===== src/acr_pkg.sv =====
// ---------------------------------------------------------------------------
// acr_pkg
// Shared sizes, codes, controller types and the lfsr step for the
// associative cache with selectable replacement.
// ---------------------------------------------------------------------------
`timescale 1ns / 1ps

package acr_pkg;

    localparam int ENTRIES   = 16;
    localparam int DATA_W    = 64;
    localparam int IDX_W     = $clog2(ENTRIES);
    localparam int KEY_W     = 32;
    localparam int PAY_W     = 64;
    localparam int SLOT_W    = 4;
    localparam int STAMP_W   = 32;
    localparam int LFSR_W    = 16;
    localparam int POL_W     = 2;
    localparam int CFG_IDX_W = 1;
    localparam int CFG_DAT_W = 16;

    localparam logic [LFSR_W-1:0] LFSR_MASK = 16'hB400;

    // configuration register indexes
    localparam logic [CFG_IDX_W-1:0] REG_POLICY = 1'd0;
    localparam logic [CFG_IDX_W-1:0] REG_SEED   = 1'd1;

    // replacement policy codes (code three behaves as fifo)
    localparam logic [POL_W-1:0] POL_FIFO   = 2'd0;
    localparam logic [POL_W-1:0] POL_RANDOM = 2'd1;
    localparam logic [POL_W-1:0] POL_LRU    = 2'd2;

    // item kinds
    localparam logic KIND_LOOKUP = 1'b0;
    localparam logic KIND_FILL   = 1'b1;

    typedef enum logic [2:0] {
        ST_IDLE,
        ST_SCAN,
        ST_DRAIN,
        ST_PICK,
        ST_VREAD,
        ST_UPDATE,
        ST_DONE
    } t_state;

    typedef struct packed {
        logic start;
        logic scan;
        logic pick;
        logic update;
        logic load_out;
    } t_dp_cmd;

    typedef struct packed {
        logic scan_last;
        logic out_free;
    } t_dp_sts;

    // galois step, shift right
    function automatic logic [LFSR_W-1:0] lfsr_step(input logic [LFSR_W-1:0] cur);
        logic [LFSR_W-1:0] nxt;
        nxt = cur >> 1;
        if (cur[0]) begin
            nxt = nxt ^ LFSR_MASK;
        end
        return nxt;
    endfunction

    // a zero seed would lock the generator
    function automatic logic [LFSR_W-1:0] lfsr_load(input logic [LFSR_W-1:0] seed);
        logic [LFSR_W-1:0] val;
        val = (seed == '0) ? LFSR_W'(1) : seed;
        return val;
    endfunction

endpackage


===== src/acr_ctrl.sv =====
// ---------------------------------------------------------------------------
// acr_ctrl
// Sequencer for one item: scan the slots, pick the slot, read it back,
// update the stores and hand the result to the output register.
// ---------------------------------------------------------------------------
`timescale 1ns / 1ps

module acr_ctrl (
    input  logic             i_clk,
    input  logic             i_rst_n,
    input  logic             i_in_valid,
    output logic             o_in_stall,
    input  acr_pkg::t_dp_sts i_sts,
    output acr_pkg::t_dp_cmd o_cmd
);

    acr_pkg::t_state r_state;
    acr_pkg::t_state n_state;

    always_ff @(posedge i_clk) begin
        if (!i_rst_n) begin
            r_state <= acr_pkg::ST_IDLE;
        end else begin
            r_state <= n_state;
        end
    end

    always_comb begin
        n_state = r_state;
        case (r_state)
            acr_pkg::ST_IDLE: begin
                if (i_in_valid) begin
                    n_state = acr_pkg::ST_SCAN;
                end
            end
            acr_pkg::ST_SCAN: begin
                if (i_sts.scan_last) begin
                    n_state = acr_pkg::ST_DRAIN;
                end
            end
            // the check of the last slot lands here
            acr_pkg::ST_DRAIN:  n_state = acr_pkg::ST_PICK;
            acr_pkg::ST_PICK:   n_state = acr_pkg::ST_VREAD;
            acr_pkg::ST_VREAD:  n_state = acr_pkg::ST_UPDATE;
            acr_pkg::ST_UPDATE: n_state = acr_pkg::ST_DONE;
            acr_pkg::ST_DONE: begin
                if (i_sts.out_free) begin
                    n_state = acr_pkg::ST_IDLE;
                end
            end
            default: n_state = acr_pkg::ST_IDLE;
        endcase
    end

    always_comb begin
        o_cmd      = '0;
        o_in_stall = 1'b1;
        case (r_state)
            acr_pkg::ST_IDLE: begin
                o_in_stall  = 1'b0;
                o_cmd.start = i_in_valid;
            end
            acr_pkg::ST_SCAN:   o_cmd.scan     = 1'b1;
            acr_pkg::ST_DRAIN:  o_cmd          = '0;
            acr_pkg::ST_PICK:   o_cmd.pick     = 1'b1;
            acr_pkg::ST_VREAD:  o_cmd          = '0;
            acr_pkg::ST_UPDATE: o_cmd.update   = 1'b1;
            acr_pkg::ST_DONE:   o_cmd.load_out = i_sts.out_free;
            default:            o_cmd          = '0;
        endcase
    end

endmodule


===== src/acr_dp.sv =====
// ---------------------------------------------------------------------------
// acr_dp
// Slot stores, scan trackers, replacement state and the result/output
// registers of the associative cache.
// ---------------------------------------------------------------------------
`timescale 1ns / 1ps

module acr_dp (
    input  logic                             i_clk,
    input  logic                             i_rst_n,
    input  acr_pkg::t_dp_cmd                 i_cmd,
    output acr_pkg::t_dp_sts                 o_sts,
    input  logic                             i_cfg_valid,
    input  logic [acr_pkg::CFG_IDX_W-1:0]    i_cfg_index,
    input  logic [acr_pkg::CFG_DAT_W-1:0]    i_cfg_data,
    input  logic                             i_kind,
    input  logic [acr_pkg::KEY_W-1:0]        i_key,
    input  logic [acr_pkg::PAY_W-1:0]        i_payload,
    input  logic                             i_out_stall,
    output logic                             o_out_valid,
    output logic                             o_hit,
    output logic [acr_pkg::SLOT_W-1:0]       o_slot,
    output logic [acr_pkg::PAY_W-1:0]        o_read_data,
    output logic                             o_evicted,
    output logic [acr_pkg::KEY_W-1:0]        o_evicted_key
);

    localparam int IDX_W = acr_pkg::IDX_W;

    // slot stores
    logic [acr_pkg::KEY_W-1:0]   mem_key   [acr_pkg::ENTRIES];
    logic [acr_pkg::DATA_W-1:0]  mem_data  [acr_pkg::ENTRIES];
    logic [acr_pkg::STAMP_W-1:0] mem_stamp [acr_pkg::ENTRIES];
    logic [acr_pkg::ENTRIES-1:0] r_valid;

    logic [acr_pkg::KEY_W-1:0]   r_rd_key;
    logic [acr_pkg::DATA_W-1:0]  r_rd_data;
    logic [acr_pkg::STAMP_W-1:0] r_rd_stamp;

    // item and config
    logic                        r_kind;
    logic [acr_pkg::KEY_W-1:0]   r_key;
    logic [acr_pkg::DATA_W-1:0]  r_data;
    logic [acr_pkg::POL_W-1:0]   r_policy;
    logic [acr_pkg::LFSR_W-1:0]  r_lfsr;
    logic [IDX_W-1:0]            r_rr;
    logic [acr_pkg::STAMP_W-1:0] r_item_clk;

    // scan
    logic [IDX_W-1:0]            r_addr;
    logic                        r_chk;
    logic [IDX_W-1:0]            r_chk_idx;
    logic                        r_hit;
    logic [IDX_W-1:0]            r_hit_idx;
    logic                        r_empty;
    logic [IDX_W-1:0]            r_empty_idx;
    logic [acr_pkg::STAMP_W-1:0] r_min_stamp;
    logic [IDX_W-1:0]            r_min_idx;

    // selection and result
    logic                        r_evict;
    logic [IDX_W-1:0]            r_sel;
    logic [IDX_W-1:0]            n_sel;
    logic                        n_evict;
    logic [IDX_W-1:0]            n_victim;
    logic [acr_pkg::LFSR_W-1:0]  lfsr_nxt;
    logic                        chk_valid;

    logic                        r_res_hit;
    logic [acr_pkg::SLOT_W-1:0]  r_res_slot;
    logic [acr_pkg::PAY_W-1:0]   r_res_data;
    logic                        r_res_evicted;
    logic [acr_pkg::KEY_W-1:0]   r_res_evkey;
    logic                        r_out_valid;

    assign lfsr_nxt  = acr_pkg::lfsr_step(r_lfsr);
    assign chk_valid = r_valid[r_chk_idx];

    assign o_sts.scan_last = (r_addr == IDX_W'(acr_pkg::ENTRIES - 1));
    assign o_sts.out_free  = !r_out_valid || !i_out_stall;

    // stores: one write port, one registered read port
    always_ff @(posedge i_clk) begin
        r_rd_key   <= mem_key[r_addr];
        r_rd_data  <= mem_data[r_addr];
        r_rd_stamp <= mem_stamp[r_addr];
    end

    always_ff @(posedge i_clk) begin
        if (i_cmd.update) begin
            if (r_kind == acr_pkg::KIND_FILL) begin
                mem_key[r_sel]   <= r_key;
                mem_data[r_sel]  <= r_data;
                mem_stamp[r_sel] <= r_item_clk;
            end else if (r_hit) begin
                mem_stamp[r_sel] <= r_item_clk;
            end
        end
    end

    always_ff @(posedge i_clk) begin
        if (!i_rst_n) begin
            r_valid <= '0;
        end else if (i_cmd.update && r_kind == acr_pkg::KIND_FILL) begin
            r_valid[r_sel] <= 1'b1;
        end
    end

    // configuration and replacement state
    always_ff @(posedge i_clk) begin
        if (!i_rst_n) begin
            r_policy   <= acr_pkg::POL_FIFO;
            r_lfsr     <= acr_pkg::LFSR_W'(1);
            r_rr       <= '0;
            r_item_clk <= acr_pkg::STAMP_W'(1);
        end else begin
            if (i_cfg_valid && i_cfg_index == acr_pkg::REG_POLICY) begin
                r_policy <= i_cfg_data[acr_pkg::POL_W-1:0];
            end
            if (i_cfg_valid && i_cfg_index == acr_pkg::REG_SEED) begin
                r_lfsr <= acr_pkg::lfsr_load(i_cfg_data);
            end else if (i_cmd.pick && n_evict && r_policy == acr_pkg::POL_RANDOM) begin
                r_lfsr <= lfsr_nxt;
            end
            if (i_cmd.pick && n_evict && r_policy != acr_pkg::POL_RANDOM &&
                r_policy != acr_pkg::POL_LRU) begin
                r_rr <= (r_rr == IDX_W'(acr_pkg::ENTRIES - 1)) ? '0 : r_rr + 1'b1;
            end
            if (i_cmd.update && r_item_clk != '1) begin
                r_item_clk <= r_item_clk + 1'b1;
            end
        end
    end

    // item capture, scan address and check pipeline
    always_ff @(posedge i_clk) begin
        if (i_cmd.start) begin
            r_kind <= i_kind;
            r_key  <= i_key;
            r_data <= i_payload[acr_pkg::DATA_W-1:0];
        end
        if (i_cmd.start) begin
            r_addr <= '0;
        end else if (i_cmd.scan) begin
            r_addr <= r_addr + 1'b1;
        end else if (i_cmd.pick) begin
            r_addr <= n_sel;
        end
        r_chk_idx <= r_addr;
    end

    always_ff @(posedge i_clk) begin
        if (!i_rst_n) begin
            r_chk <= 1'b0;
        end else begin
            r_chk <= i_cmd.scan;
        end
    end

    // trackers: first match, first empty, oldest stamp
    always_ff @(posedge i_clk) begin
        if (!i_rst_n) begin
            r_hit   <= 1'b0;
            r_empty <= 1'b0;
        end else if (i_cmd.start) begin
            r_hit   <= 1'b0;
            r_empty <= 1'b0;
        end else if (r_chk) begin
            if (chk_valid && r_rd_key == r_key && !r_hit) begin
                r_hit <= 1'b1;
            end
            if (!chk_valid && !r_empty) begin
                r_empty <= 1'b1;
            end
        end
    end

    always_ff @(posedge i_clk) begin
        if (r_chk) begin
            if (chk_valid && r_rd_key == r_key && !r_hit) begin
                r_hit_idx <= r_chk_idx;
            end
            if (!chk_valid && !r_empty) begin
                r_empty_idx <= r_chk_idx;
            end
            // strict compare keeps the lowest index on ties
            if (r_chk_idx == '0 || r_rd_stamp < r_min_stamp) begin
                r_min_stamp <= r_rd_stamp;
                r_min_idx   <= r_chk_idx;
            end
        end
    end

    // slot selection, random victim is the next lfsr value modulo the slot count
    always_comb begin
        case (r_policy)
            acr_pkg::POL_RANDOM: n_victim = IDX_W'(lfsr_nxt % acr_pkg::ENTRIES);
            acr_pkg::POL_LRU:    n_victim = r_min_idx;
            default:             n_victim = r_rr;
        endcase
        n_evict = (r_kind == acr_pkg::KIND_FILL) && !r_empty;
        if (r_kind == acr_pkg::KIND_LOOKUP) begin
            n_sel = r_hit_idx;
        end else if (r_empty) begin
            n_sel = r_empty_idx;
        end else begin
            n_sel = n_victim;
        end
    end

    always_ff @(posedge i_clk) begin
        if (i_cmd.pick) begin
            r_sel   <= n_sel;
            r_evict <= n_evict;
        end
    end

    // result build and output register
    always_ff @(posedge i_clk) begin
        if (i_cmd.update) begin
            r_res_hit     <= (r_kind == acr_pkg::KIND_LOOKUP) && r_hit;
            r_res_evicted <= r_evict;
            if (r_kind == acr_pkg::KIND_FILL || r_hit) begin
                r_res_slot <= acr_pkg::SLOT_W'(r_sel);
            end else begin
                r_res_slot <= '0;
            end
            if (r_kind == acr_pkg::KIND_LOOKUP && r_hit) begin
                r_res_data <= acr_pkg::PAY_W'(r_rd_data);
            end else begin
                r_res_data <= '0;
            end
            r_res_evkey <= r_evict ? r_rd_key : '0;
        end
    end

    always_ff @(posedge i_clk) begin
        if (!i_rst_n) begin
            r_out_valid <= 1'b0;
        end else if (i_cmd.load_out) begin
            r_out_valid <= 1'b1;
        end else if (!i_out_stall) begin
            r_out_valid <= 1'b0;
        end
    end

    always_ff @(posedge i_clk) begin
        if (i_cmd.load_out) begin
            o_hit         <= r_res_hit;
            o_slot        <= r_res_slot;
            o_read_data   <= r_res_data;
            o_evicted     <= r_res_evicted;
            o_evicted_key <= r_res_evkey;
        end
    end

    assign o_out_valid = r_out_valid;

endmodule


===== src/assoc_cache_replacement.sv =====
// ---------------------------------------------------------------------------
// assoc_cache_replacement
// Fully associative cache of message ids with fifo, random or lru eviction.
// ---------------------------------------------------------------------------
// Use: an input word (kind, key, payload) is taken when i_in_valid is high
// and o_in_stall is low. kind 0 looks the key up, kind 1 fills the first
// empty slot or, when all are in use, evicts a victim chosen by the policy
// register. Every input word gives one result word on the output channel,
// taken when o_out_valid is high and i_out_stall is low.
// Timing: the slot stores are scanned one slot per cycle through a single
// registered read port; after the scan the sequencer passes through its
// drain, pick, read-back, update and done states before it returns to idle
// for the next accept; the result is loaded into the output register from done.
// One item is in work at a time; the next is taken while a result still
// sits in the output register, and a stalled receiver holds the block only
// once a second result is ready.
// Config writes (index 0 policy, 1 lfsr seed) are always ready; the user
// must make them while idle, the block itself does not enforce it. Reset
// empties every slot, sets fifo policy and seed one; no clearing pass is needed.
// ---------------------------------------------------------------------------
`timescale 1ns / 1ps

module assoc_cache_replacement (
    input  logic                          i_clk,
    input  logic                          i_rst_n,
    input  logic                          i_cfg_valid,
    output logic                          o_cfg_ready,
    input  logic [acr_pkg::CFG_IDX_W-1:0] i_cfg_index,
    input  logic [acr_pkg::CFG_DAT_W-1:0] i_cfg_data,
    input  logic                          i_in_valid,
    output logic                          o_in_stall,
    input  logic                          i_kind,
    input  logic [acr_pkg::KEY_W-1:0]     i_key,
    input  logic [acr_pkg::PAY_W-1:0]     i_payload,
    output logic                          o_out_valid,
    input  logic                          i_out_stall,
    output logic                          o_hit,
    output logic [acr_pkg::SLOT_W-1:0]    o_slot,
    output logic [acr_pkg::PAY_W-1:0]     o_read_data,
    output logic                          o_evicted,
    output logic [acr_pkg::KEY_W-1:0]     o_evicted_key
);

    acr_pkg::t_dp_cmd cmd;
    acr_pkg::t_dp_sts sts;

    assign o_cfg_ready = 1'b1;

    acr_ctrl u_ctrl (
        .i_clk      (i_clk),
        .i_rst_n    (i_rst_n),
        .i_in_valid (i_in_valid),
        .o_in_stall (o_in_stall),
        .i_sts      (sts),
        .o_cmd      (cmd)
    );

    acr_dp u_dp (
        .i_clk         (i_clk),
        .i_rst_n       (i_rst_n),
        .i_cmd         (cmd),
        .o_sts         (sts),
        .i_cfg_valid   (i_cfg_valid),
        .i_cfg_index   (i_cfg_index),
        .i_cfg_data    (i_cfg_data),
        .i_kind        (i_kind),
        .i_key         (i_key),
        .i_payload     (i_payload),
        .i_out_stall   (i_out_stall),
        .o_out_valid   (o_out_valid),
        .o_hit         (o_hit),
        .o_slot        (o_slot),
        .o_read_data   (o_read_data),
        .o_evicted     (o_evicted),
        .o_evicted_key (o_evicted_key)
    );

    // a taken word always puts the sequencer to work
    a_accept_busy: assert property (@(posedge i_clk) disable iff (!i_rst_n)
        (i_in_valid && !o_in_stall) |=> o_in_stall)
        else $error("block took a word but did not start work");

    // a result only appears at the end of an item in work
    a_result_from_item: assert property (@(posedge i_clk) disable iff (!i_rst_n)
        $rose(o_out_valid) |-> $past(o_in_stall))
        else $error("result raised with no item in work");

    // a lookup never evicts, a fill never hits
    a_hit_xor_evict: assert property (@(posedge i_clk) disable iff (!i_rst_n)
        o_out_valid |-> !(o_hit && o_evicted))
        else $error("result marks both hit and eviction");

    // at most one sequencer command per cycle
    a_cmd_exclusive: assert property (@(posedge i_clk) disable iff (!i_rst_n)
        $onehot0({cmd.start, cmd.scan, cmd.pick, cmd.update, cmd.load_out}))
        else $error("sequencer issued overlapping commands");

endmodule

===== config.mk =====
export PLATFORM = sky130hd
export DESIGN_NAME = assoc_cache_replacement
export DESIGN_NICKNAME = d
export VERILOG_FILES = /design/src/acr_pkg.sv /design/src/acr_ctrl.sv /design/src/acr_dp.sv /design/src/assoc_cache_replacement.sv
export SDC_FILE = /design/constraint.sdc
export NUM_CORES = 2
export LEC_CHECK = 0
export ABC_CLOCK_PERIOD_IN_PS = 7300
export BUFFER_PORTS_ARGS = -buffer_cell sky130_fd_sc_hd__buf_2
export CORE_ASPECT_RATIO = 0.7
export CORE_MARGIN = 2
export CORE_UTILIZATION = 25
export DETAILED_ROUTE_END_ITERATION = 16
export HOLD_SLACK_MARGIN = 0.03
export PLACE_DENSITY_LB_ADDON = 0.2
export SLEW_MARGIN = 10
export SYNTH_ARGS = -nofsm -noshare
export SYNTH_HDL_FRONTEND = slang
export SYNTH_SLANG_ARGS = --single-unit

===== constraint.sdc =====
create_clock -name i_clk -period 7.3 [get_ports i_clk]
set_input_delay 2.19 -clock i_clk [delete_from_list [all_inputs] [get_ports i_clk]]
set_output_delay 2.19 -clock i_clk [all_outputs]
set_load 0.01 [all_outputs]

**Word-level counts from Yosys, hierarchy flattened**

Memory sizes are Yosys's and may differ from the RTL's. A register that Yosys moved wholly into a read port is not among the register bits.
Index checks and enable logic that the tools add are counted.

- Add/sub/neg operators: 3
- Multiply operators: 0
- Divide/modulo/power cells: 0
- Bitwise operators: 6
- Reduce and logical (&&, ||, !) cells: 32
- Magnitude comparators: 4
- Shift operators: 0
- Muxes and demuxes: 34
- Equality and inequality tests: 18

Operators by type and width:

| kind | count |
|---|---|
| 16-bit 2-to-1 mux | 4 |
| 32-bit by 1-bit adder with 32-bit output, second input constant | 1 |
| 32-bit equality test | 1 |
| 32-bit less-than comparator | 1 |
| 32-bit 2-to-1 mux | 1 |
| 32-bit inequality test, second input constant | 1 |
| 3-bit one-hot mux with 7 select lines | 1 |
| 4-bit 2-to-1 mux | 5 |
| 1-bit 2-to-1 mux | 17 |
| 16-bit zero test | 1 |
| 16-bit OR | 1 |
| 1-bit logical AND | 14 |
| 4-bit by 5-bit less-than comparator with 1-bit output, second input constant | 2 |
| 3-bit equality test, second input constant | 3 |
| 3-bit 2-to-1 mux | 3 |
| 4-bit by 1-bit adder with 4-bit output, second input constant | 2 |
| 4-bit equality test, second input constant | 2 |
| 4-bit one-hot mux with 2 select lines | 1 |
| 3-bit by 2-bit equality test with 1-bit output, second input constant | 2 |
| 2-bit by 1-bit inequality test with 1-bit output, second input constant | 3 |
| 2-bit inequality test, second input constant | 3 |
| 2-bit AND reduction | 3 |
| 1-bit zero test | 5 |
| 1-bit binary-select mux with 4-bit select | 1 |
| other kinds (14) | 19 |

- Output and inout port bits: 105
- Flip-flop bits (word level): 435
- Memories: 3
- Bits in read-only memories: 0
- Bits in writable memories: 2048
- Latch bits: 0

Memories:

| name | depth | bits a word | read ports | clocked after Yosys merged registers in | wr ports | RTL line | RTL |
|---|---|---|---|---|---|---|---|
| u_dp.mem_data | 16 | 64 | 1 | 1 | 1 | acr_dp.sv:32 | `logic [acr_pkg::DATA_W-1:0] mem_data [acr_pkg::ENTRIES];` |
| u_dp.mem_key | 16 | 32 | 1 | 1 | 1 | acr_dp.sv:31 | `logic [acr_pkg::KEY_W-1:0] mem_key [acr_pkg::ENTRIES];` |
| u_dp.mem_stamp | 16 | 32 | 1 | 1 | 1 | acr_dp.sv:33 | `logic [acr_pkg::STAMP_W-1:0] mem_stamp [acr_pkg::ENTRIES];` |

**Longest topological paths before layout**

- Depth after elaboration: 7
- Mapped depth: 8
- Depth with buffers taken out: 7

**Modules after synthesis**

A second synthesis with hierarchy kept.

- Cells, all modules: 4116
- Area total of the unflattened synthesis: 95714.3 µm²

Modules (own cells, without submodules):

| module | area an instance (µm²) | cells an instance | times used |
|---|---|---|---|
| acr_dp | 95511.6 | 4088 | 1 |
| acr_ctrl | 191.4 | 26 | 1 |
| assoc_cache_replacement | 11.3 | 2 | 1 |

**Worst setup path after synthesis**

Ideal clock, no wire load.

- Path kind: input-to-reg
- Start point: in i_out_stall
- End point: reg u_dp.o_evicted, enable pin
- Path slack: -0.429 ns
- Buffers on the path: 0
- Library setup time: 0.596 ns
- Arrival: 7.133 ns
- Cell stages on the path: 1
- Path through: a21oi_1

- Cells in the longest elaborated chain, start to end: 3

RTL lines:

| element | RTL line | RTL |
|---|---|---|
| start, declared | assoc_cache_replacement.sv:36 | `input logic i_out_stall,` |
| 1-bit zero test | acr_dp.sv:80 | `assign o_sts.out_free = !r_out_valid \|\| !i_out_stall;` |
| 1-bit logical OR | acr_dp.sv:80 |  |
| 1-bit 2-to-1 mux | acr_ctrl.sv:58 | `case (r_state)` |
| end signal, assigned | acr_dp.sv:252 | `o_evicted <= r_res_evicted;` |
| end, declared | acr_dp.sv:24 | `output logic o_evicted,` |

Every way passes these cells.
A chain may end at the register's enable or synchronous reset.

**Worst setup path in the final report**

- Start point: reg u_ctrl.r_state[1]
- End point: mem u_dp.mem_key[2][29] (netlist name), enable pin

- Cells in the longest elaborated chain, start to end: 4

RTL lines:

| element | RTL line | RTL |
|---|---|---|
| start, declared | acr_ctrl.sv:17 | `acr_pkg::t_state r_state;` |
| start signal, assigned | acr_ctrl.sv:22 | `r_state <= acr_pkg::ST_IDLE;` |
| start signal, assigned | acr_ctrl.sv:24 | `r_state <= n_state;` |
| 3-bit equality test | acr_ctrl.sv:58 |  |
| 1-bit 2-to-1 mux | acr_ctrl.sv:58 |  |
| 1-bit 2-to-1 mux | acr_dp.sv:90 | `if (i_cmd.update) begin` |
| 1-bit 2-to-1 mux (not written as such) | acr_dp.sv:92 | `mem_key[r_sel] <= r_key;` |
| end, declared | acr_dp.sv:31 |  |

Every way passes these cells.

==> run summary <==
status - finished clean
Cell variety after synth - 65
hold buffers post-CTS - 0
WL/cell - 25.9 um
crit path launch type - flop
nets@finish - 4650
Crit path arrival time - 4720 ps
Max Freq - 0.236 GHz
peak supply drop - 0.000184 V
asr flop ratio synth - 0%
Die X-Extent - 744 um
Clock Latency Late Sink - 890 ps
r2r endpoint - u_dp.mem_key[2][29]$_DFFE_PP_
final setup skew - 80.0 ps
Setup Viol. Count Final - 0
Final TNS setup - 0 ps
Placer Congestion - 0.715
Int Pwr - 26.1 mW
R2R Setup Slk - 3060 ps
Longest Clk Path Bufs - 4
largest net degree at the start of global routing - 125
Switch Pwr - 7.58 mW
yosys warns - 0
Initial DRT Pass Iterations - 5
max_cap viols - 0
FF+latch count, synth - 2611
total number of vias - 43111
CP max stage cell - nor2_4
Clock power frac - 42.3%
CORE AREA - 382000 sq um
Worst setup startpoint - u_ctrl.r_state[1]$_SDFFE_PN0P_
Chip Height - 522 um
Switching Share - 22.5%
Rel. slew slack - 22.0%
Ports - 224
RSZ-0062 raised after global routing - no
Synth Instances - 4084
ANT nets after route - 0
total track usage - 12.8%
remaining routing DRC violations - 0
synth cell count leaders - edfxtp_1, mux4_2, dfxtp_1, clkbuf_1, and2_1
Max FO, Critical Path - 71
layout cells sized above 1 - 29.9%
Hold Crit Class - reg2reg
most common cell in the synthesized netlist - edfxtp_1
Area Overhead vs Synth - 17.8%
syn_area_per_cell - 23.5 sq um
Post-synth EDFFs - 2398
Gate power share - 7.2%
global-route wire length before repair - 355000 um
worst r2r src - u_ctrl.r_state[1]$_SDFFE_PN0P_
CTS clk-pin slew, worst paths - 60 ps
Synth top area share - 75.1%
root buf cell - clkbuf_16
synth top area cells - edfxtp_1, mux4_2, dfxtp_1
Power Dens Cells - 298 nW/um^2
sequential area share after synthesis - 79.6%
Crit path largest cell delay - 1030 ps
count of buffers from port buffering - 222
H-tree depth - 5
leakage - 35.4 nW
final period utilization - 58.0%
minimum clock period - 4240 ps
CTS tree - yes
critical path, cell by cell - nand3b_4 > inv_6 > nand3_1 > nor2_4 > buf_4
DR iter-0 viols - 3987
DPL Wire Length - 131000 um
area leader, netlist - edfxtp_1
Syn Std Cell Area - 95800 sq um
Slew Viols, Final - 0
Worst Hold Launch - u_dp.r_res_data[10]$_SDFFCE_PN0P_
cts bufs inserted - 285
Critical Path Sink Type - flop
number of global-route vias before repair - 45317
Worst EP required - 7790 ps
Hold Fails Final Rpt - 0
CP Class - reg2reg
Power Total - 33.7 mW
Top FF cell, synth - edfxtp_1
Core Util, Final - 29.5%
Post-CTS Setup Repair Bufs - 0
full die area - 388000 sq um
Std-Cell Rows - 190
Slew @ Worst Pin - 1170 ps
Clock Sinks - 2611
hold depth - 0
syn nets - 4239
initial core utilization - 25.1%
hold path endpoint - u_dp.o_read_data[10]$_DFFE_PP_
path depth of the worst reg2reg path - 5
Vias/cell - 4.39
total gr overflow - 0
final WL - 254000 um
initial antenna violation count - 27
register share of total power - 50.5%
post_cts resized - 0
==> worst max-delay path by stage <==
stage / end / slack [ps]
final: u_dp.mem_key[2][29]$_DFFE_PP_ / 3060
after global routing: u_dp.mem_key[2][18]$_DFFE_PP_ / 2830
after CTS: u_dp.mem_key[2][29]$_DFFE_PP_ / 2950
after detailed placement: u_dp.r_key[29]$_DFFE_PP_ / 2720
after global placement: u_dp.r_key[29]$_DFFE_PP_ / 2750
after floorplan: u_dp.mem_data[11][0]$_DFFE_PP_ / 250
==> placed cells by master, fill, tap and decap left out, drive strengths merged, types with 3 or more instances in the layout <==
cell type | Yosys | routed
buf | 70 | 306
xnor2 | 34 | 34
nor3b | 3 | 3
nand4 | 22 | 22
clkinvlp | 0 | 7
diode | 0 | 7
nor4 | 12 | 12
edfxtp | 2398 | 2398
nand3b | 3 | 3
bufinv | 0 | 18
a211oi | 6 | 6
a31oi | 6 | 6
or2 | 3 | 3
and2 | 101 | 101
inv | 39 | 52
clkbuf | 112 | 386
clkinv | 1 | 90
mux2i | 23 | 23
dfxtp | 213 | 213
a221o | 4 | 4
ha | 36 | 36
o211a | 12 | 12
nand2b | 22 | 22
nor2 | 58 | 58
and4 | 9 | 9
xor2 | 7 | 7
mux4 | 645 | 645
nand2 | 67 | 67
nor2b | 18 | 18
o31ai | 7 | 7
nand3 | 24 | 24
o211ai | 7 | 7
a21oi | 26 | 26
o21a | 20 | 20
or4 | 9 | 9
o21ai | 17 | 17
a21boi | 16 | 16
or3 | 11 | 11
==> layer usage <==
| metal | global-route usage (%) | wire (um) | share of wire (%) | vias up |
|---|---|---|---|---|
| met5 | 0 | 34 | 0.013 | - |
| met4 | 3.37 | 6580 | 2.6 | 4 |
| met3 | 2.16 | 11600 | 4.6 | 382 |
| met2 | 20.1 | 117000 | 46 | 1041 |
| met1 | 18.5 | 119000 | 47 | 23647 |
| li1 | - | - | - | 18037 |
==> cells by family after synthesis <==
logic type	count (synthesis)	synth area share, %
buf+inv	222	0.949
other cells	1	0.00391
xor+xnor	41	0.375
compound gates	134	1.02
fa+ha+maj	36	0.470
simple gates	370	2.19
mux	669	15.4
flops	2611	79.6
==> sequential cells by signal (all words and copies together), names as in the netlist, 16 cells and up <==
register and count:
u_dp.mem_data 1024, u_dp.mem_key 512, u_dp.mem_stamp 512, u_dp.o_evicted_key 32, u_dp.o_read_data 64, u_dp.r_data 64
u_dp.r_item_clk 32, u_dp.r_key 32, u_dp.r_lfsr 16, u_dp.r_min_stamp 32, u_dp.r_rd_data 64, u_dp.r_rd_key 32
u_dp.r_rd_stamp 32, u_dp.r_res_data 64, u_dp.r_res_evkey 32, u_dp.r_valid 16
==> worst max-delay path, delay by kind of cell (launching register included) <==
family	cells	cell delay [ps]
buffers and inverters	2	1430
AND/OR/NAND/NOR	3	1880
flip-flops	1	440
==> stage by stage <==
step,cells,setup WS [ps],hold WS [ps],cell area (sq um)
6_report,9816,3060,414,113000
4_1_cts,9808,2950,402,113000
2_1_floorplan,4084,247,329,95800
3_3_place_gp,9295,2750,404,104000
3_5_place_dp,9295,2720,406,104000
5_1_grt,9810,2830,415,113000
==> layout make-up <==
class,instances,area [sq um]
Fill cell,37082,269000
Clock buffer,386,7920
Timing Repair Buffer,306,2030
Clock inverter,127,1180
Tap cell,5088,6370
Multi-Input combinational cell,1251,18900
Antenna cell,7,17.5
Inverter,40,155
Sequential cell,2611,76300
==> power groups by stage <==
stage / clock network (mW) / registers [mW] / logic, mW
2_1_floorplan: 0 / 17.0 / 1.78
3_3_place_gp: 0 / 17.3 / 2.50
3_5_place_dp: 0 / 17.3 / 2.49
4_1_cts: 14.7 / 17.0 / 2.50
5_1_grt: 15.2 / 17.0 / 2.61
6_report: 14.2 / 17.0 / 2.42
Note: power is estimated with default switching activity, not from simulation.
